File: src/rtl/core/i2cm_pkg.sv
// Shared types and constants for the I2C master byte engine.
`timescale 1ns / 1ps

package i2cm_pkg;

    // Bits shifted per byte
    localparam int BITS_PER_BYTE = 8;

    // Default depth of the queue between front and back
    localparam int QUEUE_DEPTH_DEF = 2;

    // Reset value of the phase length register
    localparam logic [9:0] TICKS_PER_PHASE_RST = 10'd5;

    // Input kind codes as they arrive on the port
    localparam logic [2:0] KIND_TICK  = 3'd0;
    localparam logic [2:0] KIND_START = 3'd1;
    localparam logic [2:0] KIND_WRITE = 3'd2;
    localparam logic [2:0] KIND_READ  = 3'd3;
    localparam logic [2:0] KIND_STOP  = 3'd4;

    // Command that the back end is executing
    typedef enum logic [2:0] {
        CMD_IDLE  = 3'd0,
        CMD_START = 3'd1,
        CMD_WRITE = 3'd2,
        CMD_READ  = 3'd3,
        CMD_STOP  = 3'd4
    } t_cmd;

    // Class of a word after the front end has looked at it
    typedef enum logic [1:0] {
        OP_TICK = 2'd0,
        OP_CMD  = 2'd1,
        OP_NONE = 2'd2
    } t_op;

    // Classified word held in the queue
    typedef struct packed {
        t_op        op;
        t_cmd       cmd;
        logic [7:0] byte_out;
        logic       ack_level;
        logic       sda_in;
    } t_word;

endpackage

File: src/rtl/core/i2c_master_byte_engine.sv
// Top level of the I2C master byte engine: front queue and phase engine.
`timescale 1ns / 1ps

// Open-drain I2C master driven one word at a time: each input word is a
// timing tick or a start, write byte, read byte or stop command, and each
// word yields exactly one result word carrying the SCL/SDA drive levels,
// busy and done flags, the last ACK seen and the last byte read. Commands
// are taken only while idle; one bus phase lasts ticks_per_phase ticks.
// Up to one word per clock is accepted and processed while neither channel stalls;
// each accepted word passes through the queue and then the phase engine, whose
// outcome is held in the result register.
// A short queue in front of the engine and the result register behind it let
// input and output stall independently.
module i2c_master_byte_engine #(
    parameter int QUEUE_DEPTH = i2cm_pkg::QUEUE_DEPTH_DEF
) (
    input  logic        i_clk,
    input  logic        i_rst_n,
    // configuration
    input  logic        i_cfg_we,
    input  logic [9:0]  i_cfg_wdata,
    // input channel
    input  logic        i_valid,
    output logic        o_stall,
    input  logic [2:0]  i_kind,
    input  logic [7:0]  i_byte_out,
    input  logic        i_ack_level,
    input  logic        i_sda_in,
    // result channel
    output logic        o_valid,
    input  logic        i_stall,
    output logic        o_scl_low,
    output logic        o_sda_low,
    output logic        o_busy_res,
    output logic        o_done_res,
    output logic        o_ack_seen,
    output logic [7:0]  o_byte_in
);
    import i2cm_pkg::*;

    logic   w_q_valid;
    logic   w_q_pop;
    t_word  w_q_word;

    i2cm_front #(
        .QUEUE_DEPTH (QUEUE_DEPTH)
    ) u_front (
        .i_clk       (i_clk),
        .i_rst_n     (i_rst_n),
        .i_valid     (i_valid),
        .o_stall     (o_stall),
        .i_kind      (i_kind),
        .i_byte_out  (i_byte_out),
        .i_ack_level (i_ack_level),
        .i_sda_in    (i_sda_in),
        .o_q_valid   (w_q_valid),
        .o_q_word    (w_q_word),
        .i_q_pop     (w_q_pop)
    );

    i2cm_back u_back (
        .i_clk       (i_clk),
        .i_rst_n     (i_rst_n),
        .i_cfg_we    (i_cfg_we),
        .i_cfg_wdata (i_cfg_wdata),
        .i_q_valid   (w_q_valid),
        .i_q_word    (w_q_word),
        .o_q_pop     (w_q_pop),
        .o_valid     (o_valid),
        .i_stall     (i_stall),
        .o_scl_low   (o_scl_low),
        .o_sda_low   (o_sda_low),
        .o_busy_res  (o_busy_res),
        .o_done_res  (o_done_res),
        .o_ack_seen  (o_ack_seen),
        .o_byte_in   (o_byte_in)
    );

endmodule

File: src/rtl/core/i2cm_front.sv
// Front end: accepts input words, classifies them and queues them for the engine.
`timescale 1ns / 1ps

module i2cm_front #(
    parameter int QUEUE_DEPTH = i2cm_pkg::QUEUE_DEPTH_DEF
) (
    input  logic              i_clk,
    input  logic              i_rst_n,
    // input channel
    input  logic              i_valid,
    output logic              o_stall,
    input  logic [2:0]        i_kind,
    input  logic [7:0]        i_byte_out,
    input  logic              i_ack_level,
    input  logic              i_sda_in,
    // queue read side
    output logic              o_q_valid,
    output i2cm_pkg::t_word   o_q_word,
    input  logic              i_q_pop
);
    import i2cm_pkg::*;

    localparam int PTR_W = (QUEUE_DEPTH > 1) ? $clog2(QUEUE_DEPTH) : 1;
    localparam int CNT_W = $clog2(QUEUE_DEPTH + 1);

    t_word              r_mem [QUEUE_DEPTH];
    logic [PTR_W-1:0]   r_wr_ptr, n_wr_ptr;
    logic [PTR_W-1:0]   r_rd_ptr, n_rd_ptr;
    logic [CNT_W-1:0]   r_count,  n_count;
    t_word              w_word;
    logic               w_push;

    // classify the incoming word
    always_comb begin
        w_word.byte_out  = i_byte_out;
        w_word.ack_level = i_ack_level;
        w_word.sda_in    = i_sda_in;
        case (i_kind)
            KIND_TICK: begin
                w_word.op  = OP_TICK;
                w_word.cmd = CMD_IDLE;
            end
            KIND_START: begin
                w_word.op  = OP_CMD;
                w_word.cmd = CMD_START;
            end
            KIND_WRITE: begin
                w_word.op  = OP_CMD;
                w_word.cmd = CMD_WRITE;
            end
            KIND_READ: begin
                w_word.op  = OP_CMD;
                w_word.cmd = CMD_READ;
            end
            KIND_STOP: begin
                w_word.op  = OP_CMD;
                w_word.cmd = CMD_STOP;
            end
            default: begin
                // unknown kinds still produce a result, with no state change
                w_word.op  = OP_NONE;
                w_word.cmd = CMD_IDLE;
            end
        endcase
    end

    assign o_stall   = (r_count == CNT_W'(QUEUE_DEPTH));
    assign w_push    = i_valid && !o_stall;
    assign o_q_valid = (r_count != '0);
    assign o_q_word  = r_mem[r_rd_ptr];

    // pointer and fill count update
    always_comb begin
        n_wr_ptr = r_wr_ptr;
        n_rd_ptr = r_rd_ptr;
        if (w_push) begin
            n_wr_ptr = (r_wr_ptr == PTR_W'(QUEUE_DEPTH - 1)) ? '0 : r_wr_ptr + 1'b1;
        end
        if (i_q_pop) begin
            n_rd_ptr = (r_rd_ptr == PTR_W'(QUEUE_DEPTH - 1)) ? '0 : r_rd_ptr + 1'b1;
        end
        case ({w_push, i_q_pop})
            2'b10:   n_count = r_count + 1'b1;
            2'b01:   n_count = r_count - 1'b1;
            default: n_count = r_count;
        endcase
    end

    always_ff @(posedge i_clk) begin
        if (!i_rst_n) begin
            r_wr_ptr <= '0;
            r_rd_ptr <= '0;
            r_count  <= '0;
        end else begin
            r_wr_ptr <= n_wr_ptr;
            r_rd_ptr <= n_rd_ptr;
            r_count  <= n_count;
        end
    end

    // queue storage
    always_ff @(posedge i_clk) begin
        if (w_push) begin
            r_mem[r_wr_ptr] <= w_word;
        end
    end

endmodule

File: src/rtl/core/i2cm_back.sv
// Back end: bus phase sequencer, byte shifter and result register.
`timescale 1ns / 1ps

module i2cm_back (
    input  logic              i_clk,
    input  logic              i_rst_n,
    // configuration
    input  logic              i_cfg_we,
    input  logic [9:0]        i_cfg_wdata,
    // queue side
    input  logic              i_q_valid,
    input  i2cm_pkg::t_word   i_q_word,
    output logic              o_q_pop,
    // result channel
    output logic              o_valid,
    input  logic              i_stall,
    output logic              o_scl_low,
    output logic              o_sda_low,
    output logic              o_busy_res,
    output logic              o_done_res,
    output logic              o_ack_seen,
    output logic [7:0]        o_byte_in
);
    import i2cm_pkg::*;

    // engine state
    t_cmd        r_cmd,       n_cmd;
    logic [9:0]  r_timer,     n_timer;
    logic [2:0]  r_step,      n_step;
    logic [3:0]  r_bit_cnt,   n_bit_cnt;
    logic [7:0]  r_shift,     n_shift;
    logic        r_ack_choice, n_ack_choice;
    logic        r_ack_latch, n_ack_latch;
    logic [1:0]  r_lines,     n_lines;    // bit0 SCL low, bit1 SDA low
    logic [7:0]  r_read_hold, n_read_hold;
    logic        n_done;
    logic [9:0]  r_tpp;

    // result register
    logic        r_out_valid;
    logic        r_scl_low, r_sda_low, r_busy, r_done, r_ack_seen;
    logic [7:0]  r_byte_in;

    logic [9:0]  w_timer_inc;
    logic [9:0]  w_limit;
    logic [3:0]  w_bit_cnt_inc;

    // line levels on entry to a phase
    function automatic logic [1:0] phase_lines(
        input t_cmd       cmd,
        input logic [2:0] step,
        input logic [3:0] bit_cnt,
        input logic [7:0] shift,
        input logic       ack_choice,
        input logic [1:0] lines_now
    );
        logic scl;
        logic sda;
        scl = 1'b0;
        sda = 1'b0;
        case (cmd)
            CMD_START: begin
                sda = (step == 3'd1);
            end
            CMD_WRITE: begin
                scl = !step[0];
                if (step < 3'd2) begin
                    sda = !shift[3'd7 - bit_cnt[2:0]];
                end
            end
            CMD_READ: begin
                scl = !step[0];
                if (step >= 3'd2) begin
                    sda = !ack_choice;
                end
            end
            CMD_STOP: begin
                scl = (step == 3'd0);
                sda = (step < 3'd2);
            end
            default: begin
                return lines_now;
            end
        endcase
        return {sda, scl};
    endfunction

    assign o_q_pop       = i_q_valid && (!r_out_valid || !i_stall);
    assign w_timer_inc   = r_timer + 10'd1;
    assign w_limit       = (r_tpp == '0) ? 10'd1 : r_tpp;
    assign w_bit_cnt_inc = r_bit_cnt + 4'd1;

    // next state of the engine for the word being popped
    always_comb begin
        n_cmd        = r_cmd;
        n_timer      = r_timer;
        n_step       = r_step;
        n_bit_cnt    = r_bit_cnt;
        n_shift      = r_shift;
        n_ack_choice = r_ack_choice;
        n_ack_latch  = r_ack_latch;
        n_lines      = r_lines;
        n_read_hold  = r_read_hold;
        n_done       = 1'b0;

        if (r_cmd == CMD_IDLE) begin
            // idle: a command starts a sequence, ticks do nothing
            if (i_q_word.op == OP_CMD) begin
                n_cmd     = i_q_word.cmd;
                n_timer   = '0;
                n_step    = '0;
                n_bit_cnt = '0;
                if (i_q_word.cmd == CMD_WRITE) begin
                    n_shift = i_q_word.byte_out;
                end else if (i_q_word.cmd == CMD_READ) begin
                    n_shift      = '0;
                    n_ack_choice = i_q_word.ack_level;
                end
                n_lines = phase_lines(n_cmd, n_step, n_bit_cnt, n_shift,
                                      n_ack_choice, r_lines);
            end
        end else if (i_q_word.op == OP_TICK) begin
            // busy: commands are ignored, ticks run the phase timer
            n_timer = w_timer_inc;
            if (w_timer_inc >= w_limit) begin
                n_timer = '0;
                case (r_cmd)
                    CMD_START: begin
                        if (r_step == 3'd0) begin
                            n_step = 3'd1;
                        end else begin
                            n_done = 1'b1;
                        end
                    end
                    CMD_WRITE, CMD_READ: begin
                        if (r_step == 3'd0 || r_step == 3'd2) begin
                            n_step = r_step + 3'd1;
                        end else if (r_step == 3'd1) begin
                            // end of a data bit
                            if (r_cmd == CMD_READ) begin
                                n_shift = {r_shift[6:0], i_q_word.sda_in};
                            end
                            n_bit_cnt = w_bit_cnt_inc;
                            n_step    = (w_bit_cnt_inc < 4'(BITS_PER_BYTE)) ? 3'd0 : 3'd2;
                        end else begin
                            // end of the ACK slot
                            if (r_cmd == CMD_WRITE) begin
                                n_ack_latch = i_q_word.sda_in;
                            end else begin
                                n_read_hold = r_shift;
                            end
                            n_done = 1'b1;
                        end
                    end
                    CMD_STOP: begin
                        if (r_step < 3'd2) begin
                            n_step = r_step + 3'd1;
                        end else begin
                            n_done = 1'b1;
                        end
                    end
                    default: begin
                        n_done = 1'b1;
                    end
                endcase

                if (n_done) begin
                    // lines keep their last levels
                    n_cmd     = CMD_IDLE;
                    n_step    = '0;
                    n_bit_cnt = '0;
                end else begin
                    n_lines = phase_lines(n_cmd, n_step, n_bit_cnt, n_shift,
                                          n_ack_choice, r_lines);
                end
            end
        end
    end

    // engine state registers
    always_ff @(posedge i_clk) begin
        if (!i_rst_n) begin
            r_cmd        <= CMD_IDLE;
            r_timer      <= '0;
            r_step       <= '0;
            r_bit_cnt    <= '0;
            r_shift      <= '0;
            r_ack_choice <= 1'b0;
            r_ack_latch  <= 1'b1;
            r_lines      <= '0;
            r_read_hold  <= '0;
        end else if (o_q_pop) begin
            r_cmd        <= n_cmd;
            r_timer      <= n_timer;
            r_step       <= n_step;
            r_bit_cnt    <= n_bit_cnt;
            r_shift      <= n_shift;
            r_ack_choice <= n_ack_choice;
            r_ack_latch  <= n_ack_latch;
            r_lines      <= n_lines;
            r_read_hold  <= n_read_hold;
        end
    end

    // phase length register
    always_ff @(posedge i_clk) begin
        if (!i_rst_n) begin
            r_tpp <= TICKS_PER_PHASE_RST;
        end else if (i_cfg_we) begin
            r_tpp <= i_cfg_wdata;
        end
    end

    // result register, one word per popped input word
    always_ff @(posedge i_clk) begin
        if (!i_rst_n) begin
            r_out_valid <= 1'b0;
        end else if (o_q_pop) begin
            r_out_valid <= 1'b1;
        end else if (!i_stall) begin
            r_out_valid <= 1'b0;
        end
    end

    always_ff @(posedge i_clk) begin
        if (o_q_pop) begin
            r_scl_low  <= n_lines[0];
            r_sda_low  <= n_lines[1];
            r_busy     <= (n_cmd != CMD_IDLE);
            r_done     <= n_done;
            r_ack_seen <= n_ack_latch;
            r_byte_in  <= n_read_hold;
        end
    end

    assign o_valid    = r_out_valid;
    assign o_scl_low  = r_scl_low;
    assign o_sda_low  = r_sda_low;
    assign o_busy_res = r_busy;
    assign o_done_res = r_done;
    assign o_ack_seen = r_ack_seen;
    assign o_byte_in  = r_byte_in;

endmodule

File: config.mk
export PLATFORM = sky130hd
export DESIGN_NAME = i2c_master_byte_engine
export DESIGN_NICKNAME = d
export VERILOG_FILES = /design/src/rtl/core/i2cm_pkg.sv /design/src/rtl/core/i2c_master_byte_engine.sv /design/src/rtl/core/i2cm_front.sv /design/src/rtl/core/i2cm_back.sv
export SDC_FILE = /design/constraint.sdc
export NUM_CORES = 1
export LEC_CHECK = 0
export BUFFER_PORTS_ARGS = -buffer_cell sky130_fd_sc_hd__buf_2
export CAP_MARGIN = 20
export CORE_ASPECT_RATIO = 1.25
export CORE_MARGIN = 5
export CORE_UTILIZATION = 59
export CTS_CLUSTER_SIZE = 8
export DETAILED_ROUTE_END_ITERATION = 7
export GPL_ROUTABILITY_DRIVEN = 0
export PLACE_DENSITY_LB_ADDON = 0.05
export SYNTH_ARGS = -nofsm -noshare
export SYNTH_HDL_FRONTEND = slang
export SYNTH_SLANG_ARGS = --single-unit
File: constraint.sdc
create_clock -name i_clk -period 4.4 [get_ports i_clk]
set_clock_uncertainty 0.15 [all_clocks]
set_input_delay 0.22 -clock i_clk [delete_from_list [all_inputs] [get_ports i_clk]]
set_output_delay 0.22 -clock i_clk [all_outputs]
set_load 0.02 [all_outputs]
; ---- Word-level counts from Yosys, hierarchy flattened
; Memory sizes are Yosys's and may differ from the RTL's. A register that Yosys moved wholly into a read port is not among the register bits.
; Index checks and enable logic that the tools add are counted.
[op_classes]
add_sub_neg = 8
multipliers = 0
div = 0
magnitude_cmp = 6
eq_ne = 23
shift = 0
n_mux = 107
bitwise = 3
reduce_logical = 34
[op_table]
columns = cell, count
row1 = $mux W8, 22
row2 = $mux W3, 17
row3 = $mux W10, 5
row4 = $mux W4, 11
row5 = $mux W1, 34
row6 = $pmux W5 S5, 1
row7 = $eq A3 B2 Y1 const B, 7
row8 = $mux W2, 10
row9 = $eq A3 B1 Y1 const B, 5
row10 = $logic_not A3 Y1, 4
row11 = $add A10 B1 Y10 const B, 1
row12 = $ge A10 B10 Y1, 1
row13 = $logic_not A10 Y1, 1
row14 = $reduce_and A5 Y1, 2
row15 = $eq A3 B3 Y1 const B, 3
row16 = $pmux W3 S3, 1
row17 = $reduce_bool A3 Y1, 3
row18 = $reduce_bool A2 Y1, 4
row19 = $reduce_or A4 Y1, 2
row20 = $logic_not A1 Y1, 7
row21 = $reduce_and A7 Y1, 1
row22 = $lt A3 B2 Y1 const B, 2
row23 = $reduce_or A3 Y1, 2
row24 = $add A4 B1 Y4 const B, 1
row25 = other kinds (26), 34
[totals]
reg_bits = 68
latchBits = 0
mem_bits_rw = 30
mem_bits_ro = 0
elab_cells = 204
n_memories = 1
[mem_list]
columns = memory, depth, width, rd, rd_clocked_by_memory_dff, wr, line
row1 = u_front.r_mem, 2, 15, 1, 1, 1, i2cm_front.sv:26  ; t_word r_mem [QUEUE_DEPTH];

; ---- Depth between registers and ports, before layout
; Gate-level depths: netlist (run 1).
[logic_depth]
ltp_word = 18
ltp_mapped = 15
depth_no_buf = 14

; ---- By module
; A second synthesis (run 1) with hierarchy kept.
[hier_totals]
cells_unflattened = 526
area_unflattened_um2 = 5311.3
[by_module_without_submodules]
columns = mod, n_inst, cells_per_inst, area_per_inst_um2
row1 = i2cm_back, 1, 447, 3962.6
row2 = i2cm_front, 1, 79, 1348.8

; ---- Least setup slack after synthesis (run 1)
; Ideal clock, no wire load.
[synth_timing]
path_kind = reg2reg
startpoint = reg u_back.r_timer[0]
endpoint = reg u_back.r_byte_in[0], in the netlist u_back.o_byte_in[0], data pin
setup_ns = 0.260
arrival_time_ns = 2.950
required_time_ns = 3.990
setup_slack_ns = 1.040
path_stages_with_launch = 14
path_buffers = 2
period_less_slack_ns = 3.360
cell_sequence = dfxtp_1 ha_1 and3_1 and3_1 nand3_1 xnor2_1 ha_1 o21a_1 nor2_1 nor4_2 o2111a_1 buf_2 buf_4 mux2_2
[synth_via]
elab_chain_cells = 5
[synth_rtl]
columns = element, line
row1 = from (decl), i2cm_back.sv:28  ; logic [9:0] r_timer, n_timer;
row2 = from (signal assigned), i2cm_back.sv:194  ; r_timer <= n_timer;
row3 = $add A10 B1 Y10, i2cm_back.sv:89  ; assign w_timer_inc = r_timer + 10'd1;
row4 = $ge A10 B10 Y1, i2cm_back.sv:125  ; if (w_timer_inc >= w_limit) begin
row5 = $mux W8, i2cm_back.sv:125
row6 = $mux W8, i2cm_back.sv:122  ; end else if (i_q_word.op == OP_TICK) begin
row7 = $mux W8, i2cm_back.sv:106  ; if (r_cmd == CMD_IDLE) begin
row8 = via u_back.n_read_hold[0], i2cm_back.sv:35  ; logic [7:0] r_read_hold, n_read_hold;
row9 = to (signal assigned), i2cm_back.sv:232  ; r_byte_in <= n_read_hold;
row10 = to (decl), i2cm_back.sv:42  ; logic [7:0] r_byte_in;
; The timed path passes the listed nets, and every way through them passes these cells.
; A chain may end at the register's enable or synchronous reset.

; ---- Final worst setup path (run 1)
[layout_timing]
startpoint = reg u_back.r_timer[0]
endpoint = reg u_back.r_read_hold[7]
[layout_via]
elab_chain_cells = 5
[layout_rtl]
columns = element, line
row1 = $add A10 B1 Y10, i2cm_back.sv:89
row2 = $ge A10 B10 Y1, i2cm_back.sv:125
row3 = $mux W8, i2cm_back.sv:125
row4 = $mux W8, i2cm_back.sv:122
row5 = $mux W8, i2cm_back.sv:106
row6 = to (signal assigned), i2cm_back.sv:201  ; r_read_hold <= n_read_hold;
row7 = to (decl), i2cm_back.sv:35
; Every way passes these cells.

==> results by group, run 1 <==
Status
  – Outcome: finished, final reports clean

Finish
  – Most frequent cells in the layout: 56 x dfxtp_1, 49 x nand2_1, 44 x nor2_1
  – N_diodes: 0
  – Utilization after layout: approximately two thirds
  – Layout net count: 620
  – Share of cells above drive strength 1: 16.4%
  – Commonest non-fill, non-tap cell in the layout: dfxtp_1
  – Area delta synth->final: 14.0%

Placement
  – I/O Buffers: 42
  – Hpwl dp: 7.72 mm
  – DP Worst Slack: around 0.63 ns

Yosys
  – Mux cell area share after synthesis: 8.11%
  – Largest family of logic cells by synthesized area: simple AND/OR/NAND/NOR gates
  – Register bit total from synthesis: 99
  – Adder and majority cell fraction of the synthesized area: 3.85%
  – Synth Cell Area: a little over 0.005 mm2
  – Synth warn: 0
  – Post-Synth XOR/XNOR Area: 3.20%
  – Netlist cell types: 73
  – Seq/Total Area, Yosys: roughly 46%
  – Compound-Gate Fraction of Synth Area: 15.5%
  – Post-synthesis cell count: 517
  – Syn_nets: 561
  – Synth Area in Simple Gates: around a fifth
  – Avg Cell Area, Syn: between 10 and 15 um2
  – Post-synth EDFFs: 43
  – Top FF cell, synth: dfxtp_1
  – Post-synth ARST share: 0%

STA
  – Final Cycle Share: between 80% and 90%
  – Highest clock rate: around 0.26 GHz
  – Final Hold Vio Count: 0
  – RSZ-0062 raised after global routing: no
  – TNS Setup: 0 ns
  – Worst rel slew slack: between 40% and 50%
  – Final worst path period need: roughly 3.8 ns
  – Worst Tran Pin Value: 0.875 ns
  – Max-slew violations: 0
  – Setup Viol. Count Final: 0
  – Fin worst setup slack: 0.609 ns

Flow run
  – Max-Cap Viols: 0

Power
  – Pwr dens: between 400 and 500 mW/mm2
  – Internal power: 1780 uW
  – Leak: between 0.002 and 0.0025 uW
  – Sw Ratio: 33.7%
  – Worst vdd ir: 0.322 mV
  – Combinational group share of total power: between 20 and 30%
  – Net Switching: 906 uW
  – Proportion of power drawn by the clock network: between 20% and 30%
  – Sequential power share: 44.9%

Setup path
  – Critical Path Fanout Max: 15
  – Crit. End Element: flip-flop
  – Worst EP required: 4.50 ns
  – CP Cell Sequence: ha_1, and3_1, and3_1, nand3_1, xnor2_1, ha_1, o21a_1, nor2_1, nor4_2, o2111a_1, nand2_1, nand2_1, a21boi_0
  – Family with the most delay on the worst path: simple AND/OR/NAND/NOR gates
  – Crit Path Category: reg -> reg
  – Crit-path slowest cell: o2111a_1
  – Startpoint Class: flip-flop
  – Worst path bufs/invs: 0
  – CP max stage delay: about 0.67 ns
  – Critical path arrival: 3.89 ns

Global route
  – Grt total ovfl: 0
  – Largest net degree at the start of global routing: 54
  – Initial antenna violation count: 0
  – Number of global-route vias before repair: 3,982
  – First-pass GRT wire length: 18.7 mm
  – GRT Overall Usage: 21.9%

Route
  – WL per Instance: around 16 um
  – DR pass1 iterations: 4
  – Via count: 3,965
  – Final WL: about 11 mm
  – Antenna-violating nets left: 0
  – Initial DRC Count: 209
  – DRC violations left: 0
  – Vias per cell: around 5.7

Clock network
  – Total CTS buffers: 9
  – Clock Tree Buf Depth: 2
  – Clk_lat worst skew: 0.37 ns
  – Root Driver: clkbuf_8
  – H-tree depth: 3
  – Worst-path clk slew: ~0.1 ns
  – Post-CTS Resized: 0
  – TritonCTS clock tree: done
  – CTS sink cnt: 99
  – Post-CTS Setup Inserts: 0
  – # hold bufs at CTS: 21

Die
  – I/O Pins: 43
  – Die Wd: 94.0 um
  – Die area: 0.0108 mm2
  – Area of the core: 0.00865 mm2
  – Initial Utilization: 60.1%
  – # rows: 38
  – Die H: 115 um

Worst hold path
  – Worst min path class: in -> reg
[flip-flops by register name, summed over array words and instances (netlist names), 2 cells and up, named ones only]
register,flops
u_back.o_byte_in,8
u_back.r_tpp,10
u_back.r_shift,8
u_back.r_timer,10
u_back.r_step,3
u_front.r_count,2
u_back.r_cmd,3
u_front.r_mem,30
u_back.r_lines,2
u_back.r_read_hold,8
u_back.r_bit_cnt,4
[power groups by stage]
stage,Sequential [uW],Clock [uW],Combinational (uW)
after global routing,1230,762,856
after floorplan,1240,0,527
final,1210,706,778
after CTS,1210,718,783
after global placement,1220,0,744
after detailed placement,1230,0,763
[layout make-up]
type	instances	area (um2)
Inverter	18	67.6
Timing Repair Buffer	69	465
Clock buffer	10	128
Multi-Input combinational cell	379	2580
Sequential cell	99	2410
Tap cell	120	150
Fill cell	711	2730
Clock inverter	6	119
[per-layer routing]
layer	global-route usage, %	share of wire [%]	wire length (um)
met5	0	0	0
met4	8.29	2.1	230
met3	4.25	2.9	314
met2	39.3	53	5800
met1	25.6	42	4640
[path summary, 6_finish.rpt]
| check | from | end | slack [ns] | cells after the start |
|---|---|---|---|---|
| max reg2reg | u_back.r_timer[0] | u_back.r_read_hold[7] | 0.61 | 13 |
| max | u_back.r_timer[0] | u_back.r_read_hold[7] | 0.61 | 13 |
| min reg2reg | u_back.r_read_hold[4] | u_back.r_read_hold[4] | 0.32 | 2 |
| min | i_kind[0] | u_front.r_mem[0][12] | 0.03 | 2 |
[cell usage after synthesis (all sizes together), types with 7 or more instances]
cell     count  share of area, %
nor2        47               3.8
o21ai       18               1.7
ha          16               3.9
xnor2       11               1.9
clkbuf       8              0.96
o2bb2ai      8               1.3
nand3       20               1.9
buf         13               1.6
mux2        14               3.1
dfxtp       56                22
a21oi       28               2.8
nand2       50               3.7
a211oi       7               1.0
a21boi      16               2.3
xor2         8               1.3
and3         8              0.96
inv         17               1.2
edfxtp      43                25
mux2i       26               5.0
nor2b       21               2.6
[per-stage QoR]
stage	total power, uW	instance area (um2)	instances	hold slack [ns]
after floorplan	1770	5200	517	0.169
after global placement	1970	5470	664	0.258
after detailed placement	1990	5470	664	0.262
after CTS	2710	5920	701	0.00811
after global routing	2840	5920	701	0.0232
final	2690	5920	701	0.0286
[kinds of logic after synthesis]
logic type	count (synthesis)
flip-flops	99
adder cells (fa/ha/maj)	16
buffers and inverters	39
AND/OR/NAND/NOR	190
XOR/XNOR	19
multiplexers	40
AO/OA/AOI/OAI	114
Note: power is estimated with default switching activity, not from simulation.
==> run 2: changes to the inputs <==
--- a/config.mk
+++ b/config.mk
@@ -7,9 +7,11 @@
 export LEC_CHECK = 0
 export BUFFER_PORTS_ARGS = -buffer_cell sky130_fd_sc_hd__buf_2
 export CAP_MARGIN = 20
+export CELL_PAD_IN_SITES_DETAIL_PLACEMENT = 0
+export CELL_PAD_IN_SITES_GLOBAL_PLACEMENT = 1
 export CORE_ASPECT_RATIO = 1.25
 export CORE_MARGIN = 5
-export CORE_UTILIZATION = 59
+export CORE_UTILIZATION = 47
 export CTS_CLUSTER_SIZE = 8
 export DETAILED_ROUTE_END_ITERATION = 7
 export GPL_ROUTABILITY_DRIVEN = 0
==> results by group, run 2 (synthesis gave the netlist of run 1 again) <==
Finish
  – Commonest non-fill, non-tap cell in the layout: dfxtp_1
  – Most frequent cells in the layout: 56 x dfxtp_1, 49 x nand2_1, 44 x nor2_1
  – Area delta synth->final: 15.6%
  – Max reg flops: 30
  – Layout net count: just over 600
  – Biggest register: u_front.r_mem
  – Share of cells above drive strength 1: 16.4%
  – Top Registers: u_front.r_mem x30, u_back.r_timer x10, u_back.r_tpp x10
  – Final std cells w/o fill: 715
  – N_diodes: 0

STA
  – TNS Setup: 0 ns
  – Worst Tran Pin Value: a little under 0.9 ns
  – Worst rel slew slack: 41.5%
  – Setup Viol. Count Final: 0
  – Highest clock rate: 0.257 GHz
  – Final Hold Vio Count: 0
  – RSZ-0062 raised after global routing: no
  – Final worst path period need: 3.89 ns
  – Final Cycle Share: 88.3%
  – Max-slew violations: 0

Clock network
  – H-tree depth: 3
  – Clk_lat worst skew: roughly 0.35 ns
  – TritonCTS clock tree: done
  – Clock Tree Buf Depth: 2
  – Worst-path clk slew: 0.08 ns
  – Total CTS buffers: 9
  – CTS sink cnt: just under 100
  – Root Driver: clkbuf_16
  – Post-CTS Resized: 0

Global route
  – First-pass GRT wire length: roughly 19 mm
  – Grt total ovfl: 0
  – GRT Overall Usage: a little under a fifth
  – Largest net degree at the start of global routing: 54
  – Number of global-route vias before repair: 3,957
  – Initial antenna violation count: 0

Setup path
  – FF-to-FF setup slack: slightly above 0.5 ns
  – Worst Reg-to-Reg Cells: 14
  – Crit Path Category: reg -> reg
  – Worst EP required: 4.49 ns
  – Worst R2R Start: u_back.r_timer[0]
  – Critical path arrival: 3.97 ns
  – Worst setup path startpoint: u_back.r_timer[0]
  – Startpoint Class: flip-flop
  – Crit. End Element: flip-flop
  – RR Endpoint: u_back.r_read_hold[5]
  – Critical Path Fanout Max: 17

Placement
  – Inst Count DP: roughly 680
  – Hpwl dp: between 8 and 9 mm
  – I/O Buffers: 42

Die
  – Die area: 0.0133 mm2
  – I/O Pins: 43
  – Initial Utilization: 47.4%
  – # rows: 43
  – Die H: about 130 um
  – Die Wd: approximately 100 um
  – Area of the core: around 0.011 mm2

Power
  – Pwr dens: 466 mW/mm2
  – Leak: 0.00227 uW
  – Power Total: 2800 uW
  – Proportion of power drawn by the clock network: 28.9%
  – Internal power: roughly 1800 uW
  – Worst vdd ir: 0.229 mV
  – Combinational group share of total power: 27.9%
  – Sequential power share: 43.2%
  – Net Switching: approximately 1000 uW
  – Sw Ratio: a little over a third

Route
  – Final WL: about 12 mm
  – WL per Instance: 16.5 um
  – Initial DRC Count: 120
  – DRC violations left: 0
  – Antenna-violating nets left: 0
  – DR pass1 iterations: 5
  – Via count: 3,990
  – Vias per cell: 5.58

Worst hold path
  – Origin of the worst min-delay path: i_kind[2]
  – Hold Path End: u_front.r_mem[1][11]
  – Hold path cells: 2
  – Worst min path class: in -> reg

Status
  – Outcome: finished, final reports clean

Flow run
  – Max-Cap Viols: 0
-- run 2: final cells by class --
| class | count | area [um2] |
|---|---|---|
| clock buffer | 9 | 225 |
| inverter | 18 | 67.6 |
| sequential | 99 | 2410 |
| tap | 135 | 169 |
| fill | 995 | 4970 |
| clock inverter | 7 | 91.3 |
| timing repair buffer | 68 | 458 |
| multi-input combinational | 379 | 2580 |
-- run 2: metal layers --
layer	up-vias	part of all wire, %	GRT usage (%)
li1	2004	-	-
met1	1905	44	21.4
met2	62	51	32.5
met3	19	2.7	3.28
met4	0	2.2	7.09
met5	-	0	0
-- run 2: through the flow --
stage | util, % | hold WS, ns | instance area (um2) | setup WS, ns
2_1_floorplan | - | 0.169 | 5200 | 1.04
3_3_place_gp | 49.9 | 0.258 | 5480 | 0.620
3_5_place_dp | 49.9 | 0.262 | 5480 | 0.520
4_1_cts | 54.7 | 0.0487 | 6010 | 0.498
5_1_grt | 54.7 | 0.0627 | 6010 | 0.0271
6_report | 54.7 | 0.0618 | 6010 | 0.513
-- run 2: what timing repair did --
item,4_1_cts,5_1_grt
endpoints found under the hold margin,31,0
buffers inserted,0,0
hold buffers,21,0
-- run 2: how the worst max path moves through the flow --
stage	end	slack, ns	cells past startpoint
final	u_back.r_read_hold[5]	0.51	14
after global routing	u_back.r_read_hold[0]	0.03	14
after CTS	u_back.r_read_hold[5]	0.50	14
after detailed placement	u_back.r_read_hold[5]	0.52	14
after global placement	u_back.r_read_hold[5]	0.62	13
after floorplan	u_back.o_byte_in[0]	1.04	13
-- run 2: worst max-delay path: stages, from the launching register on --
cell	delay [ns]
dfxtp_1	0.39
nand3_1	0.18
nor2_1	0.25
and3_1	0.27
nand3_1	0.13
xnor2_1	0.15
ha_1	0.30
nand2_1	0.06
nand2_1	0.09
a21oi_1	0.06
nor4_2	0.45
o2111a_1	0.72
nand2_1	0.35
nand2_1	0.13
a21boi_0	0.09
-- run 2: power by group through the flow --
| stage | clock network, uW | logic (uW) | registers, uW |
|---|---|---|---|
| 3_5_place_dp | 0 | 771 | 1230 |
| 2_1_floorplan | 0 | 527 | 1240 |
| 4_1_cts | 829 | 791 | 1210 |
| 3_3_place_gp | 0 | 765 | 1230 |
| 6_report | 809 | 782 | 1210 |
| 5_1_grt | 864 | 863 | 1230 |
==> run 3: changes to the inputs <==
--- a/config.mk
+++ b/config.mk
@@ -18,4 +18,5 @@
 export PLACE_DENSITY_LB_ADDON = 0.05
 export SYNTH_ARGS = -nofsm -noshare
 export SYNTH_HDL_FRONTEND = slang
+export SYNTH_HIERARCHICAL = 1
 export SYNTH_SLANG_ARGS = --single-unit
==> results by group, run 3 <==
Finish
  – Layout fillers: 978
  – Share of cells above drive strength 1: 20.4%
  – Top Registers: u_front/r_mem x30, u_back/r_timer x10, u_back/r_tpp x10
  – Most frequent cells in the layout: 56 x dfxtp_1, 45 x nand2_1, 43 x edfxtp_1
  – Commonest non-fill, non-tap cell in the layout: dfxtp_1
  – Utilization after layout: 55.2%
  – N_diodes: 0
  – Biggest register: u_front/r_mem
  – Layout net count: about 630
  – Max reg flops: 30
  – Area delta synth->final: 15.2%

Die
  – Die Wd: 105 um
  – # rows: between 40 and 50
  – Die H: 129 um
  – Initial Utilization: 47.9%
  – Die area: roughly 0.014 mm2
  – I/O Pins: 43
  – Area of the core: ~0.011 mm2

STA
  – Highest clock rate: 0.261 GHz
  – Setup Viol. Count Final: 0
  – Worst rel slew slack: 38.6%
  – RSZ-0062 raised after global routing: no
  – Max-slew violations: 0
  – TNS Setup: 0 ns
  – Final Cycle Share: 86.9%
  – Final Hold Vio Count: 0
  – Worst Tran Pin Value: 0.920 ns
  – Final worst path period need: about 3.8 ns

Yosys
  – Syn_nets: 571
  – Leading area contributor after synthesis: edfxtp_1
  – Post-Synth XOR/XNOR Area: 2.80%
  – Post-synthesis cell count: roughly 530
  – Avg Cell Area, Syn: 10.1 um2
  – Post-synth ARST share: 0%
  – Synth top cells by count: 56 x dfxtp_1, 45 x nand2_1, 43 x edfxtp_1, 39 x nor2_1, 34 x o21ai_0
  – Largest family of logic cells by synthesized area: simple AND/OR/NAND/NOR gates
  – Top cells by area, synth: edfxtp_1 24%, dfxtp_1 21%, mux2_2 6.6%, mux2i_1 4.3%, ha_1 4.0%
  – Top FF cell, synth: dfxtp_1
  – Synth Area in Simple Gates: 16.8%
  – Seq/Total Area, Yosys: 45.4%
  – Most common cell in the netlist: dfxtp_1
  – Synth Cell Area: 0.00531 mm2
  – Synth warn: 6
  – Post-synth EDFFs: 43
  – Compound-Gate Fraction of Synth Area: 15.6%
  – Post-synth top area share: approximately 24%
  – Netlist cell types: 73
  – Adder and majority cell fraction of the synthesized area: 4.00%
  – Register bit total from synthesis: 99
  – Mux cell area share after synthesis: 11.8%

Global route
  – Largest net degree at the start of global routing: 42
  – First-pass GRT wire length: 20.4 mm
  – GRT Overall Usage: 18.6%
  – Initial antenna violation count: 0
  – Grt total ovfl: 0
  – Number of global-route vias before repair: slightly above 4,000

Setup path
  – FF-to-FF setup slack: between 0.5 and 0.6 ns
  – Crit. End Element: flip-flop
  – Startpoint Class: flip-flop
  – Critical Path Fanout Max: 6
  – Worst EP required: between 4 and 5 ns
  – Crit Path Category: reg -> reg
  – Critical path arrival: 3.94 ns

Power
  – Combinational group share of total power: a little under a third
  – Worst vdd ir: 0.251 mV
  – Proportion of power drawn by the clock network: 27.0%
  – Sw Ratio: about a third
  – Power Total: between 2000 and 3000 uW
  – Internal power: 1860 uW
  – Net Switching: 1010 uW
  – Sequential power share: ~42%
  – Pwr dens: between 400 and 500 mW/mm2
  – Leak: around 0.0023 uW

Clock network
  – H-tree depth: 3
  – Clock Tree Buf Depth: 2
  – Total CTS buffers: 9
  – CTS sink cnt: 99
  – Root Driver: clkbuf_16
  – Post-CTS Resized: 0
  – Worst-path clk slew: 0.07 ns
  – Clk_lat worst skew: 0.35 ns
  – Post-CTS Setup Inserts: 0
  – # hold bufs at CTS: 21
  – TritonCTS clock tree: done

Status
  – Outcome: finished, final reports clean

Route
  – Vias per cell: 5.73
  – DRC violations left: 0
  – Final WL: roughly 12 mm
  – Antenna-violating nets left: 0
  – Via count: 4,139
  – Initial DRC Count: 227
  – DR pass1 iterations: 5
  – WL per Instance: 17.2 um

Flow run
  – Max-Cap Viols: 0

Placement
  – Hpwl dp: ~8.6 mm
  – I/O Buffers: 42

Worst hold path
  – Worst min path class: in -> reg
run 3: per-stage QoR:
step	cells	cell area (um2)	setup WS (ns)	hold WS (ns)
after global placement	685	5620	0.732	0.257
after detailed placement	685	5620	0.599	0.261
after floorplan	526	5310	0.843	0.169
after global routing	722	6120	0.188	0.0703
after CTS	722	6120	0.565	0.0569
final	722	6120	0.576	0.0657
run 3: area by class of cell:
class / instances / area [um2] / area share [%]
multi-input cells: 381 / 2710 / 44.3
clock buffers: 11 / 243 / 3.97
well taps: 135 / 169 / 2.76
clock inverters: 5 / 42.5 / 0.695
flip-flops and latches: 99 / 2410 / 39.4
repair buffers: 68 / 458 / 7.48
inverters: 23 / 86.3 / 1.41
run 3: worst paths after layout:
kind                     startpoint                    to  cells past startpoint
setup / recovery  u_back/r_timer[2]     u_back/r_timer[3]                     12
hold / removal            i_kind[2]  u_front/r_mem[0][10]                      2
setup reg to reg  u_back/r_timer[2]     u_back/r_timer[3]                     12
hold reg to reg   u_back/r_timer[1]     u_back/r_timer[1]                      2
run 3: worst max-delay path, stage by stage (launching register included):
cell and delay [ns]:
dfxtp_1 0.42, nand3_1 0.18, or2_2 0.37, nor2_1 0.22, nand3_1 0.17, xnor2_1 0.16, ha_1 0.31, a211oi_1 0.31
o2111a_1 0.25, o21a_1 0.29, o21ai_0 0.30, or4_1 0.47, a31oi_1 0.15
run 3: kinds of logic (layout without fill, tap and decap cells):
| kind of cell | after synthesis | count (layout) |
|---|---|---|
| AOI/OAI and AO/OA | 122 | 122 |
| xor gates and xnor gates | 17 | 17 |
| adders and majority gates | 17 | 17 |
| buffers and inverters | 46 | 107 |
| DFF | 99 | 99 |
| muxes | 56 | 56 |
| and+or+nand+nor | 169 | 169 |
run 3: power by group through the flow:
stage                     Sequential, uW  Clock, uW  Combinational, uW
after global placement              1230          0                867
final                               1210        773                882
after floorplan                     1240          0                602
after CTS                           1210        791                887
after global routing                1230        842                973
after detailed placement            1230          0                866
run 3: per-layer routing:
layer / GRT usage [%] / up-vias / share of wire [%]
met5: 0 / - / 0
met4: 6.70 / 0 / 2.0
met3: 2.96 / 19 / 3.5
met2: 33.2 / 87 / 51
met1: 22.6 / 1974 / 43
li1: - / 2059 / -
